## config.mk

```make
export PLATFORM = sky130hd
export DESIGN_NAME = fat12_div
export DESIGN_NICKNAME = d
export VERILOG_FILES = /design/src/design/fat12_cluster_table_engine_defines.svh /design/src/design/fat12_pkg.sv /design/src/design/fat12_div.sv
export SDC_FILE = /design/constraint.sdc
export NUM_CORES = 1
export LEC_CHECK = 0
export BUFFER_PORTS_ARGS = -buffer_cell sky130_fd_sc_hd__clkbuf_2
export CORE_MARGIN = 1
export CORE_UTILIZATION = 30
export DETAILED_ROUTE_END_ITERATION = 7
export PLACE_DENSITY = 0.52
export REMOVE_ABC_BUFFERS = 1
export SETUP_SLACK_MARGIN = 0.3
export SLEW_MARGIN = 10
export SYNTH_ARGS = -nofsm -noshare
export SYNTH_HDL_FRONTEND = slang
export SYNTH_SLANG_ARGS = --single-unit
```

## constraint.sdc

```tcl
create_clock -name clk -period 4 [get_ports clk]
set_clock_uncertainty 0.2 [all_clocks]
set_input_delay 0 -clock clk [delete_from_list [all_inputs] [get_ports clk]]
set_output_delay 0 -clock clk [all_outputs]
set_load 0.02 [all_outputs]
```

## src/design/fat12_cluster_table_engine_defines.svh

```systemverilog
// Assertion macros shared by the FAT12 cluster table engine.
// Depends on nothing; users must have clk and rst_n in scope.
`ifndef FAT12_CLUSTER_TABLE_ENGINE_DEFINES_SVH
`define FAT12_CLUSTER_TABLE_ENGINE_DEFINES_SVH

// Same-cycle implication, checked out of reset.
`define FAT12_ASSERT_NOW(lbl, ante, cons, msg) \
  lbl: assert property (@(posedge clk) disable iff (!rst_n) (ante) |-> (cons)) \
    else $error(msg);

// Next-cycle implication, checked out of reset.
`define FAT12_ASSERT_NEXT(lbl, ante, cons, msg) \
  lbl: assert property (@(posedge clk) disable iff (!rst_n) (ante) |=> (cons)) \
    else $error(msg);

`endif

```

## src/design/fat12_pkg.sv

```systemverilog
// Shared types and constants of the FAT12 cluster table engine.
// No dependencies.
package fat12_pkg;

  // Table geometry.
  localparam int TABLE_DEPTH = 8192;
  localparam int ADDR_W      = $clog2(TABLE_DEPTH);
  localparam int LEN_W       = 14;
  localparam logic [LEN_W-1:0] TBL_LEN_MAX = LEN_W'(TABLE_DEPTH);

  // Command codes.
  typedef enum logic [2:0] {
    CMD_LOAD  = 3'd0,
    CMD_READ  = 3'd1,
    CMD_GET   = 3'd2,
    CMD_SET   = 3'd3,
    CMD_FIND  = 3'd4,
    CMD_ALLOC = 3'd5,
    CMD_FREE  = 3'd6,
    CMD_NOP   = 3'd7
  } cmd_t;

  // Status codes.
  localparam logic [1:0] ST_OK   = 2'd0;
  localparam logic [1:0] ST_FULL = 2'd1;
  localparam logic [1:0] ST_PAST = 2'd2;

  // Configuration register indexes.
  localparam logic [1:0] CFG_TABLE_BYTES  = 2'd0;
  localparam logic [1:0] CFG_TOTAL_SECT   = 2'd1;
  localparam logic [1:0] CFG_FIRST_DATA   = 2'd2;
  localparam logic [1:0] CFG_CLUSTER_SECT = 2'd3;

  // Entry values.
  localparam logic [11:0] CHAIN_END    = 12'hFFF;
  localparam logic [11:0] RESERVED_LO  = 12'hFF0;
  localparam logic [11:0] CLUSTER_CAP  = 12'hFEF;
  localparam logic [11:0] FIRST_DATA_CL = 12'd2;
  localparam logic [31:0] QUOT_SAT     = 32'hFEE;

  // Divider width.
  localparam int DIV_W   = 32;
  localparam int DIV_CNT = $clog2(DIV_W);

endpackage

```

## src/design/fat12_div.sv

```systemverilog
// Bit-serial divider for the cluster limit: data sectors over cluster size.
// Uses fat12_pkg for widths.
module fat12_div (
  input  logic                       clk,
  input  logic                       rst_n,
  input  logic                       start,
  input  logic [fat12_pkg::DIV_W-1:0] dividend,
  input  logic [7:0]                 divisor,
  output logic [fat12_pkg::DIV_W-1:0] quotient,
  output logic                       done
);

  logic [fat12_pkg::DIV_W-1:0]   quo_r;
  logic [7:0]                    rem_r;
  logic [fat12_pkg::DIV_CNT-1:0] cnt_r;
  logic                          busy_r;
  logic                          done_r;
  logic [8:0]                    shift;
  logic                          fits;

  // One quotient bit per cycle.
  assign shift = {rem_r, quo_r[fat12_pkg::DIV_W-1]};
  assign fits  = shift >= {1'b0, divisor};

  always_ff @(posedge clk) begin
    if (!rst_n) begin
      busy_r <= 1'b0;
      done_r <= 1'b0;
      cnt_r  <= '0;
    end else begin
      done_r <= 1'b0;
      if (start) begin
        quo_r  <= dividend;
        rem_r  <= '0;
        cnt_r  <= '0;
        busy_r <= 1'b1;
      end else if (busy_r) begin
        rem_r <= fits ? 8'(shift - {1'b0, divisor}) : shift[7:0];
        quo_r <= {quo_r[fat12_pkg::DIV_W-2:0], fits};
        cnt_r <= cnt_r + 1'b1;
        if (cnt_r == fat12_pkg::DIV_CNT'(fat12_pkg::DIV_W - 1)) begin
          busy_r <= 1'b0;
          done_r <= 1'b1;
        end
      end
    end
  end

  assign quotient = quo_r;
  assign done     = done_r;

endmodule

```

==> out/metrics.cfg <==
[run_status]
status=finished, final reports clean

[worst_setup_path]
setup_crit_start_kind=flip-flop
critical_path_class=reg -> reg
critical_path_required_ns=3.85
critical_path_peak_fanout=8
arrival_time_of_data_at_the_critical_path_endpoint_ns=2.17
critPathCaptureType=flip-flop

[synth]
count_of_flip_flops_with_a_built_in_enable_after_synthesis=40
yosysMostFrequentCell=sky130_fd_sc_hd__edfxtp_1
synthArstFlopShare=0
synth_seq_area_share=0.541
synth_area_leaders=sky130_fd_sc_hd__edfxtp_1 (48%), sky130_fd_sc_hd__mux2_2 (15%), sky130_fd_sc_hd__dfxtp_1 (5.6%)
fraction_of_post_synthesis_cell_area_in_the_top_cell_type_by_area=0.484
post_synth_cell_types=46
post-synth-top-area-cell=sky130_fd_sc_hd__edfxtp_1
dominantRegCellSynth=sky130_fd_sc_hd__edfxtp_1
netlist_area_um2=2480
netlist_instances=186
yosys-top-cells-count=sky130_fd_sc_hd__edfxtp_1 (40), sky130_fd_sc_hd__mux2_2 (32), sky130_fd_sc_hd__inv_1 (11)
avgSynthCellArea_um2=13.3
ys_seq_elements=47
yosys_warnings=0

[route]
drt_iter0_drc=72
wl_mm=5.54
via_per_inst=4.56
num_vias=1824
drt.antenna.violating_nets=0
detail_route.wl_per_cell_um=13.9
drc_violations_left=0
number_of_optimization_iterations_in_the_first_detailed_route_pass=4

[floorplan]
io_pins=76
rows=32
height_of_the_die_um=92.9
floorplan.die.width_um=92.9
dieArea_um2=8640
core_um2=7850
start_util=0.316

[timing]
timing.final.max_slew_violations=0
whs_ns=0.0169
hold_violations=0
timing.max_slew.rel_slack=0.323
finalCritPeriodShare=0.578
timing.setup.tns_ns=0
final.setup.worst_slack_ns=1.69
grt_setup_unrepaired=no
worst_slew_pin_slew_ns=1.01
timing.final.setup_violations=0
post-route-min-period_ns=2.31
fmaxAchievable_mhz=432

[placement]
dpl-instance-area_um2=2970
hpwl_mm=3.92
place_worst_setup_slack_ns=1.68
numPortBuffers=75
gp_congestion=0.755
placed_cells_incl_taps=358

[clock_tree]
cts_post_setup_buffers_inserted=0
worst_skew_pair.late_latency_ns=0.29
numClockSinks=47
cts_resized=0
ctsRootBufferMaster=sky130_fd_sc_hd__clkbuf_8
cts_max_path_buffers=2
tritoncts.num_buffers=5
cts_tree=done
clkSlewWorstSetupHoldPaths_ns=0.09
htreeDepth=2

[grt]
global_route_usage_over_all_layers=0.135
initial_antenna_violation_count=0
grt_pass1_wl_mm=9.03
gr-total-overflow=0
maximum_number_of_pins_on_one_net_before_global_route_repair=42
via_count_of_the_first_global_routing_pass=1927

[final_layout]
design_area_um2=3420
final-instance-count-excl-fill=400
area.growth.synth_to_final_pct=37.8
final_layout_size_suffix_gt1_frac=0.430
nets=351
antenna_cells=0
filler_cell_count=773
final_core_utilization=0.436

[pwr]
power_density_nw_per_um2=355
vdd_ir_max_uv=174
cellLeakagePower_nw=1.40
total_power_mw=1.21

[min_path]
hold_path_class=in -> reg

[job]
timing.max_cap.violations=0

==> sequential cells by signal (all words and copies together) (netlist names) <==
signal / cells
quotient: 32
rem_r: 8
cnt_r: 5
busy_r: 1
done: 1
==> worst paths after layout <==
| kind | cells after the start | from | slack (ns) | endpoint |
|---|---|---|---|---|
| max | 5 | rem_r[5]$_SDFFCE_PP0P_ | 1.69 | quotient[0]$_DFFE_PP_ |
| min | 3 | divisor[1] | 0.02 | rem_r[1]$_SDFFCE_PP0P_ |
| max reg2reg | 5 | rem_r[5]$_SDFFCE_PP0P_ | 1.69 | quotient[0]$_DFFE_PP_ |
| min reg2reg | 2 | cnt_r[4]$_SDFFE_PP0P_ | 0.32 | cnt_r[4]$_SDFFE_PP0P_ |
==> report_power, final <==
part           switching, mW  internal (mW)
logic                  0.141          0.132
registers             0.0188          0.574
clock network          0.161          0.186
==> cell usage in the layout (no fill, tap or decap), types with 2 or more instances in the layout <==
| cell | netlist | layout |
|---|---|---|
| sky130_fd_sc_hd__nor3_1 | 4 | 4 |
| sky130_fd_sc_hd__nand2_1 | 5 | 5 |
| sky130_fd_sc_hd__nor2b_1 | 3 | 3 |
| sky130_fd_sc_hd__dfxtp_1 | 7 | 7 |
| sky130_fd_sc_hd__mux2_2 | 32 | 32 |
| sky130_fd_sc_hd__a211oi_1 | 2 | 2 |
| sky130_fd_sc_hd__nor2_1 | 7 | 7 |
| sky130_fd_sc_hd__xor2_1 | 2 | 2 |
| sky130_fd_sc_hd__a211o_1 | 2 | 2 |
| sky130_fd_sc_hd__nor3b_1 | 2 | 2 |
| sky130_fd_sc_hd__dlygate4sd3_1 | 0 | 34 |
| sky130_fd_sc_hd__clkbuf_2 | 0 | 75 |
| sky130_fd_sc_hd__nand3_1 | 6 | 6 |
| sky130_fd_sc_hd__and3_1 | 2 | 2 |
| sky130_fd_sc_hd__a21oi_1 | 8 | 8 |
| sky130_fd_sc_hd__o21a_1 | 3 | 2 |
| sky130_fd_sc_hd__o21ai_0 | 6 | 6 |
| sky130_fd_sc_hd__ha_1 | 10 | 10 |
| sky130_fd_sc_hd__xnor2_1 | 2 | 2 |
| sky130_fd_sc_hd__inv_1 | 11 | 11 |
| sky130_fd_sc_hd__clkbuf_8 | 0 | 5 |
| sky130_fd_sc_hd__edfxtp_1 | 40 | 40 |
| sky130_fd_sc_hd__mux2i_1 | 2 | 2 |
==> cell families after synthesis <==
kind of cell | synth area share
AOI/OAI and AO/OA | 0.126
DFF | 0.541
and+or+nand+nor | 0.0802
adders and majority gates | 0.0585
xor gates and xnor gates | 0.0141
muxes | 0.153
buffers and inverters | 0.0272
==> layer usage <==
metal	GRT usage	share of wire
met1	0.168	0.45
met2	0.235	0.52
met3	0.0279	0.028
met4	0.0346	0.0083
met5	0	0
==> area by class of cell <==
class,instances,area [um2],area share
multi-input cells,122,1070,0.314
clock buffers,5,68.8,0.0201
inverters,11,41.3,0.0121
clock inverters,3,43.8,0.0128
repair buffers,110,723,0.211
well taps,102,128,0.0373
flip-flops and latches,47,1340,0.392
==> repair_timing <==
item	in CTS	in global routing
endpoints found under the hold margin	39	0
setup endpoints to repair	0	0
hold buffers	34	0
==> worst max-delay path, stage by stage (launching register included) <==
cell,delay (ns)
sky130_fd_sc_hd__edfxtp_1,0.42
sky130_fd_sc_hd__ha_1,0.40
sky130_fd_sc_hd__a21o_4,0.26
sky130_fd_sc_hd__a211oi_4,0.33
sky130_fd_sc_hd__nand2_1,0.17
sky130_fd_sc_hd__mux2_2,0.29
Note: power is estimated with default switching activity, not from simulation.
